## src/design/brt_pkg.sv

```systemverilog
// Shared types and constants for the byte-rate throttle.
// Field widths, action and status codes, item structs and control structs.
// No dependencies.
package brt_pkg;

  localparam int TIME_BITS_DEF = 48;
  localparam int NOW_W         = 48;
  localparam int BYTES_W       = 40;
  localparam int TMO_W         = 32;
  localparam int LIMIT_W       = 41;
  localparam int SCALE_W       = 20;
  localparam int PROD_W        = BYTES_W + SCALE_W;
  localparam int TMO_US_W      = TMO_W + 10;

  localparam logic [SCALE_W-1:0] US_PER_S  = 20'd1000000;
  localparam logic [9:0]         US_PER_MS = 10'd1000;

  localparam logic [1:0] ACT_RECORD = 2'd0;
  localparam logic [1:0] ACT_TRY    = 2'd1;
  localparam logic [1:0] ACT_ACQ    = 2'd2;

  localparam logic [1:0] ST_NOW      = 2'd0;
  localparam logic [1:0] ST_WAITED   = 2'd1;
  localparam logic [1:0] ST_TIMEOUT  = 2'd2;
  localparam logic [1:0] ST_RECORDED = 2'd3;

  typedef struct packed {
    logic [1:0]         action;
    logic [NOW_W-1:0]   now_us;
    logic [BYTES_W-1:0] xfer_bytes;
    logic [TMO_W-1:0]   timeout_ms;
  } in_item_t;

  typedef struct packed {
    logic [1:0]       status;
    logic [NOW_W-1:0] ready_time_us;
  } out_item_t;

  typedef struct packed {
    logic load;
    logic eval;
    logic div_start;
    logic add;
    logic out_load;
  } cmd_t;

  typedef struct packed {
    logic rec_go;
    logic div_done;
    logic out_free;
  } stat_t;

endpackage

```

## src/design/brt_div.sv

```systemverilog
// Restoring bit-serial divider, one quotient bit per cycle.
// Used by brt_dp for the transfer cost; no package dependency.
module brt_div #(
  parameter int N_W = 60,
  parameter int D_W = 40
) (
  input  logic           clk,
  input  logic           rst_n,
  input  logic           start,
  input  logic [N_W-1:0] dividend,
  input  logic [D_W-1:0] divisor,
  output logic           done,
  output logic [N_W-1:0] quotient
);

  localparam int CNT_W = $clog2(N_W + 1);

  logic [CNT_W-1:0] cnt_r, cnt_nxt;
  logic             done_r, done_nxt;
  logic [N_W-1:0]   quo_r, quo_nxt;
  logic [D_W-1:0]   rem_r, rem_nxt;
  logic [D_W-1:0]   dvs_r, dvs_nxt;
  logic [D_W:0]     trial;
  logic [D_W:0]     diff;
  logic             ge;

  always_comb begin
    trial    = {rem_r, quo_r[N_W-1]};
    ge       = trial >= {1'b0, dvs_r};
    diff     = trial - {1'b0, dvs_r};
    cnt_nxt  = cnt_r;
    quo_nxt  = quo_r;
    rem_nxt  = rem_r;
    dvs_nxt  = dvs_r;
    done_nxt = 1'b0;
    if (start) begin
      cnt_nxt = CNT_W'(N_W);
      quo_nxt = dividend;
      rem_nxt = '0;
      dvs_nxt = divisor;
    end else if (cnt_r != '0) begin
      cnt_nxt  = cnt_r - 1'b1;
      quo_nxt  = {quo_r[N_W-2:0], ge};
      rem_nxt  = ge ? diff[D_W-1:0] : trial[D_W-1:0];
      done_nxt = (cnt_r == CNT_W'(1));
    end
  end

  always_ff @(posedge clk) begin
    if (!rst_n) begin
      cnt_r  <= '0;
      done_r <= 1'b0;
    end else begin
      cnt_r  <= cnt_nxt;
      done_r <= done_nxt;
    end
  end

  always_ff @(posedge clk) begin
    quo_r <= quo_nxt;
    rem_r <= rem_nxt;
    dvs_r <= dvs_nxt;
  end

  assign done     = done_r;
  assign quotient = quo_r;

endmodule

```

## src/design/brt_dp.sv

```systemverilog
// Datapath: limit register, next-permitted time, item registers, deadline,
// cost division and saturating advance, output register. Uses brt_pkg, brt_div.
module brt_dp
  import brt_pkg::*;
#(
  parameter int TIME_BITS = TIME_BITS_DEF
) (
  input  logic                clk,
  input  logic                rst_n,
  input  cmd_t                cmd,
  output stat_t               stat,
  input  in_item_t            in_data,
  input  logic                cfg_valid,
  input  logic [LIMIT_W-1:0]  cfg_data,
  output logic                out_valid,
  input  logic                out_stall,
  output out_item_t           out_data
);

  localparam int DL_W  = ((TIME_BITS > TMO_US_W) ? TIME_BITS : TMO_US_W) + 1;
  localparam int SUM_W = ((TIME_BITS > PROD_W) ? TIME_BITS : PROD_W) + 1;
  localparam logic [63:0] TMAX64 = (64'd1 << TIME_BITS) - 64'd1;

  logic [LIMIT_W-1:0]   limit_r, limit_nxt;
  logic [TIME_BITS-1:0] next_r, next_nxt;
  logic                 out_valid_r, out_valid_nxt;
  out_item_t            out_data_r, out_data_nxt;

  logic [1:0]           act_r, act_nxt;
  logic [TIME_BITS-1:0] now_r, now_nxt;
  logic [PROD_W-1:0]    prod_r, prod_nxt;
  logic [TMO_US_W-1:0]  tmo_us_r, tmo_us_nxt;
  logic [TIME_BITS-1:0] base_r, base_nxt;
  logic [1:0]           status_r, status_nxt;

  logic [TIME_BITS+NOW_W-1:0] now_ext;
  logic                 lim_neg, grant, past;
  logic [DL_W-1:0]      deadline;
  logic                 div_done;
  logic [PROD_W-1:0]    quo;
  logic [PROD_W-1:0]    cost;
  logic [SUM_W-1:0]     sum;
  logic [TIME_BITS-1:0] ready;
  logic [TIME_BITS+NOW_W-1:0] ready_ext;

  brt_div #(
    .N_W(PROD_W),
    .D_W(LIMIT_W - 1)
  ) u_div (
    .clk      (clk),
    .rst_n    (rst_n),
    .start    (cmd.div_start),
    .dividend (prod_r),
    .divisor  (limit_r[LIMIT_W-2:0]),
    .done     (div_done),
    .quotient (quo)
  );

  always_comb begin
    now_ext   = {{TIME_BITS{1'b0}}, in_data.now_us};
    lim_neg   = limit_r[LIMIT_W-1];
    past      = now_r > next_r;
    grant     = lim_neg || past;
    deadline  = DL_W'(now_r) + DL_W'(tmo_us_r);
    cost      = (quo == '0) ? PROD_W'(1) : quo;
    sum       = SUM_W'(base_r) + SUM_W'(cost);
    ready     = (next_r == '1) ? next_r : next_r + 1'b1;
    ready_ext = {{NOW_W{1'b0}}, ready};

    stat.rec_go   = (act_r == ACT_RECORD) && !lim_neg && (limit_r != '0) && (prod_r != '0);
    stat.div_done = div_done;
    stat.out_free = !out_valid_r || !out_stall;

    limit_nxt     = cfg_valid ? cfg_data : limit_r;
    act_nxt       = act_r;
    now_nxt       = now_r;
    prod_nxt      = prod_r;
    tmo_us_nxt    = tmo_us_r;
    base_nxt      = base_r;
    status_nxt    = status_r;
    next_nxt      = next_r;
    out_valid_nxt = out_valid_r;
    out_data_nxt  = out_data_r;

    if (cmd.load) begin
      act_nxt    = in_data.action;
      now_nxt    = now_ext[TIME_BITS-1:0];
      prod_nxt   = PROD_W'(in_data.xfer_bytes) * PROD_W'(US_PER_S);
      tmo_us_nxt = TMO_US_W'(in_data.timeout_ms) * TMO_US_W'(US_PER_MS);
    end

    if (cmd.eval) begin
      base_nxt = past ? now_r : next_r;
      unique case (act_r)
        ACT_TRY: status_nxt = grant ? ST_NOW : ST_TIMEOUT;
        ACT_ACQ: begin
          if (grant) begin
            status_nxt = ST_NOW;
          end else if (tmo_us_r != '0 && deadline <= DL_W'(next_r)) begin
            status_nxt = ST_TIMEOUT;
          end else begin
            status_nxt = ST_WAITED;
          end
        end
        default: status_nxt = ST_RECORDED;
      endcase
    end

    if (cmd.add) begin
      next_nxt = (sum > SUM_W'(TMAX64)) ? TIME_BITS'(TMAX64) : sum[TIME_BITS-1:0];
    end

    if (cmd.out_load) begin
      out_valid_nxt              = 1'b1;
      out_data_nxt.status        = status_r;
      out_data_nxt.ready_time_us = ready_ext[NOW_W-1:0];
    end else if (out_valid_r && !out_stall) begin
      out_valid_nxt = 1'b0;
    end
  end

  always_ff @(posedge clk) begin
    if (!rst_n) begin
      limit_r     <= '1;
      next_r      <= '0;
      out_valid_r <= 1'b0;
    end else begin
      limit_r     <= limit_nxt;
      next_r      <= next_nxt;
      out_valid_r <= out_valid_nxt;
    end
  end

  always_ff @(posedge clk) begin
    act_r      <= act_nxt;
    now_r      <= now_nxt;
    prod_r     <= prod_nxt;
    tmo_us_r   <= tmo_us_nxt;
    base_r     <= base_nxt;
    status_r   <= status_nxt;
    out_data_r <= out_data_nxt;
  end

  assign out_valid = out_valid_r;
  assign out_data  = out_data_r;

endmodule

```

## src/design/brt_ctrl.sv

```systemverilog
// Controller FSM: sequences accept, evaluate, divide, advance and output.
// Uses brt_pkg command and status structs.
module brt_ctrl
  import brt_pkg::*;
(
  input  logic  clk,
  input  logic  rst_n,
  input  logic  in_valid,
  output logic  in_stall,
  input  stat_t stat,
  output cmd_t  cmd
);

  localparam logic [2:0] S_IDLE = 3'd0;
  localparam logic [2:0] S_EVAL = 3'd1;
  localparam logic [2:0] S_DIV  = 3'd2;
  localparam logic [2:0] S_ADD  = 3'd3;
  localparam logic [2:0] S_DONE = 3'd4;

  logic [2:0] state_r, state_nxt;

  always_comb begin
    cmd       = '0;
    state_nxt = state_r;
    in_stall  = (state_r != S_IDLE);
    unique case (state_r)
      S_IDLE: begin
        if (in_valid) begin
          cmd.load  = 1'b1;
          state_nxt = S_EVAL;
        end
      end
      S_EVAL: begin
        cmd.eval = 1'b1;
        if (stat.rec_go) begin
          cmd.div_start = 1'b1;
          state_nxt     = S_DIV;
        end else begin
          state_nxt = S_DONE;
        end
      end
      S_DIV: begin
        if (stat.div_done) begin
          state_nxt = S_ADD;
        end
      end
      S_ADD: begin
        cmd.add   = 1'b1;
        state_nxt = S_DONE;
      end
      S_DONE: begin
        if (stat.out_free) begin
          cmd.out_load = 1'b1;
          state_nxt    = S_IDLE;
        end
      end
      default: state_nxt = S_IDLE;
    endcase
  end

  always_ff @(posedge clk) begin
    if (!rst_n) begin
      state_r <= S_IDLE;
    end else begin
      state_r <= state_nxt;
    end
  end

endmodule

```

## src/design/byte_rate_io_throttle.sv

```systemverilog
// Byte-rate throttle top level: one next-permitted time, limit register.
// Record beat with a finite nonzero limit and nonzero bytes: after accept, evaluate,
// 60-step serial divide and its done flag, advance, output load. Other beats: evaluate,
// then output load. One beat in flight: no new beat is accepted until the last is loaded
// to the output; a held result delays the next output load until it is taken.
// Synchronous active-low reset: next time 0, limit -1 (unlimited), output empty.
module byte_rate_io_throttle
  import brt_pkg::*;
#(
  parameter int TIME_BITS = TIME_BITS_DEF
) (
  input  logic               clk,
  input  logic               rst_n,
  input  logic               in_valid,
  output logic               in_stall,
  input  in_item_t           in_data,
  output logic               out_valid,
  input  logic               out_stall,
  output out_item_t          out_data,
  input  logic               cfg_valid,
  output logic               cfg_ready,
  input  logic [LIMIT_W-1:0] cfg_data
);

  cmd_t  cmd;
  stat_t stat;

  assign cfg_ready = 1'b1;

  brt_ctrl u_ctrl (
    .clk      (clk),
    .rst_n    (rst_n),
    .in_valid (in_valid),
    .in_stall (in_stall),
    .stat     (stat),
    .cmd      (cmd)
  );

  brt_dp #(
    .TIME_BITS(TIME_BITS)
  ) u_dp (
    .clk       (clk),
    .rst_n     (rst_n),
    .cmd       (cmd),
    .stat      (stat),
    .in_data   (in_data),
    .cfg_valid (cfg_valid && cfg_ready),
    .cfg_data  (cfg_data),
    .out_valid (out_valid),
    .out_stall (out_stall),
    .out_data  (out_data)
  );

endmodule

```

## config.mk

```make
export PLATFORM = sky130hd
export DESIGN_NAME = byte_rate_io_throttle
export DESIGN_NICKNAME = d
export VERILOG_FILES = /design/src/design/brt_pkg.sv /design/src/design/brt_div.sv /design/src/design/brt_dp.sv /design/src/design/brt_ctrl.sv /design/src/design/byte_rate_io_throttle.sv
export SDC_FILE = /design/constraint.sdc
export NUM_CORES = 2
export LEC_CHECK = 0
export ABC_AREA = 1
export ABC_CLOCK_PERIOD_IN_PS = 7300
export BUFFER_PORTS_ARGS = -buffer_cell sky130_fd_sc_hd__buf_4
export CAP_MARGIN = 25
export CORE_ASPECT_RATIO = 0.7
export CORE_UTILIZATION = 58
export DETAILED_ROUTE_END_ITERATION = 10
export PLACE_DENSITY = 0.79
export SYNTH_ARGS = -nofsm -noshare
export SYNTH_HDL_FRONTEND = slang
export SYNTH_SLANG_ARGS = --single-unit
```

## constraint.sdc

```tcl
create_clock -name clk -period 7.3 [get_ports clk]
set_input_delay 0.365 -clock clk [delete_from_list [all_inputs] [get_ports clk]]
set_output_delay 0.365 -clock clk [all_outputs]
set_load 0.05 [all_outputs]
```

==> out/metrics.yaml <==
power_and_ir_drop:
  power.total_mw: 23.4
  powerDensity_nw_per_um2: 479
  power_leakage_nw: 21.9
  peakVddDrop_mv: 0.397
sta:
  fin_tns_setup_ns: 0
  hold_violations: 0
  finalCritPeriodShare: 0.814
  rsz0062_at_grt: "no"
  max_clock_freq_mhz: 168
  setup_viol: 0
  timing.slew.headroom: 0.212
  tightest_slew_ns: 1.17
  maxSlewViolCount: 0
  period_needed_ns: 5.94
  finalClockSkew_ns: 0.0639
  fin_ws_ns: 1.36
die:
  pin_count: 221
  die_h_um: 232
  core_um2: 73900
  rows: 83
  dieArea_um2: 76400
  fp.dieW_um: 330
  initial_core_util: 0.591
cts:
  postCtsSetupBuffers: 0
  cts_tree: "built"
  root_buffer: "clkbuf_16"
  clockBufferDepth: 3
  cts_buffers: 49
  cts_sinks: 483
  path_clk_slew_ns: 0.07
  postCtsHoldBufs: 96
  cts_resized: 0
  clock_latency_ns: 0.64
  h-tree-depth: 2
detailed_routing:
  route.antenna.remaining_nets: 0
  drc: 0
  wl_per_cell_um: 20.2
  num_vias: 37800
  drtIter0Drc: 4129
  firstDrtPassIters: 6
  viasPerCell: 5.81
  routed_wl_um: 131000
global_route:
  grt_pass1_vias: 35600
  track_usage: 0.344
  antenna_found_initial: 1
  grt_pass1_wl_um: 203000
  grt.overflow.total: 0
  grt_max_degree: 98
synthesis:
  synthesis.nets: 6189
  syn_inst: 5237
  synth.distinct_cells: 56
  yosys_warnings: 0
  ys_seq_elements: 483
  async_flop_share: 0
  synth_area_um2: 43700
  ys_seq_area_frac: 0.300
  synth_edf_count: 343
  synth_area_per_cell_um2: 8.34
  ys.flop_type: "edfxtp_1"
placed_design:
  dp_hpwl_um: 106000
  dpl_cell_area_um2: 46200
  gp_congestion: 1.02
  place_ws_ns: 1.36
  portBuffers: 219
setup_path:
  cp_max_fo: 28
  end_kind: "flip-flop"
  crit_required_ns: 7.81
  worstPathArrival_ns: 6.45
  crit_type: "reg2reg"
  cp-start-kind: "flip-flop"
status:
  status: "complete, no violations"
finish:
  final_common_cell: "nand2_1"
  drive_above_1_share: 0.0712
  nets: 6446
  area_growth_pct: 11.9
  layout_common_cells: "nand2_1, inv_1, ha_1"
  final_core_util: 0.661
  final_area_um2: 48900
run:
  drv_cap: 0
worst_hold_path:
  hold_class: "in2reg"
sequential cells by signal, summed over array words and instances, names as in the netlist, 41 cells and up:
signal / flops
u_dp.u_div.quotient: 60
u_dp.prod_r: 54
u_dp.out_data: 50
u_dp.base_r: 48
u_dp.next_r: 48
u_dp.now_r: 48
u_dp.limit_r: 41
final cells by class:
class,instances,area (µm²)
Sequential cell,483,13100
Timing Repair Buffer,333,2740
Fill cell,6205,25100
Multi-Input combinational cell,3901,27400
Tap cell,977,1220
Clock buffer,64,1400
Antenna cell,2,5.00
Clock inverter,28,292
Inverter,726,2730
per-layer routing:
metal	part of all wire	routed length [µm]	up-vias	track usage
met1	0.48	63100	18000	0.547
met5	0	0	-	0
met4	0.015	1960	0	0.0567
met2	0.40	52600	1613	0.475
li1	-	-	18100	-
met3	0.10	13700	116	0.0784
report_power, final:
group / switching, mW / internal [mW]
clock network: 1.19 / 1.51
registers: 0.564 / 4.30
logic: 10.2 / 5.65
total: 11.9 / 11.5
synth_stat cells, drive strengths merged, types with 7 or more instances:
library cell / n / area share
a211oi: 7 / 0.0012
o21ai: 319 / 0.037
ha: 488 / 0.14
o21bai: 26 / 0.0045
dfxtp: 140 / 0.064
nand4: 85 / 0.012
or2: 9 / 0.0013
o211ai: 17 / 0.0029
o21a: 22 / 0.0038
edfxtp: 343 / 0.24
nor3: 71 / 0.0085
nand2: 1012 / 0.087
buf: 20 / 0.0028
nand3: 226 / 0.026
and3: 7 / 0.0010
inv: 724 / 0.062
nor2: 470 / 0.041
xnor2: 74 / 0.015
nor4: 61 / 0.0089
a21o: 25 / 0.0043
xor2: 150 / 0.030
fa: 296 / 0.14
clkbuf: 107 / 0.0092
o221ai: 8 / 0.0016
a21boi: 7 / 0.0012
a31oi: 29 / 0.0042
a21oi: 468 / 0.054
metrics by stage:
stage | cells | hold slack (ns)
after global placement | 6322 | 0.403
final | 6514 | 0.0311
after floorplan | 5237 | 0.400
after detailed placement | 6322 | 0.421
after global routing | 6513 | 0.0186
after CTS | 6510 | 0.00226
logic make-up after synthesis:
logic type / count (synthesis) / share of synthesized area
simple gates: 1950 / 0.188
compound gates: 942 / 0.118
flops: 483 / 0.300
fa+ha+maj: 784 / 0.275
buf+inv: 853 / 0.0744
xor+xnor: 224 / 0.0449
other cells: 1 / 0.0000858
worst max-delay path, stage by stage, from the launching register on:
cell and delay, ns:
edfxtp_1 0.57, inv_1 0.35, nand4_1 0.13, nor3_1 0.78, a31o_2 0.37, ha_1 0.19, inv_1 0.05, fa_1 0.38
inv_1 0.11, nand3_1 0.07, nand2_1 0.17, nand3_1 0.09, nand2_1 0.16, nand2_1 0.09, nand3_1 0.42, nand2_1 0.17
nand3b_1 0.13, nand2_1 0.05, nand2_1 0.08, nand2_1 0.08, nor2_1 0.15, nand2_1 0.11, nor2_4 0.64, buf_4 0.39
a21oi_1 0.11
path summary, 6_finish.rpt:
kind                                 from                 to  slack (ns)  cells past startpoint
setup / recovery  u_dp.u_div.quotient[59]    u_dp.next_r[19]        1.36                     24
hold / removal                in_data[32]     u_dp.prod_r[6]        0.03                      1
setup reg to reg  u_dp.u_div.quotient[59]    u_dp.next_r[19]        1.36                     24
hold reg to reg          u_dp.status_r[0]  u_dp.out_data[48]        0.44                      0
Note: power is estimated with default switching activity, not from simulation.
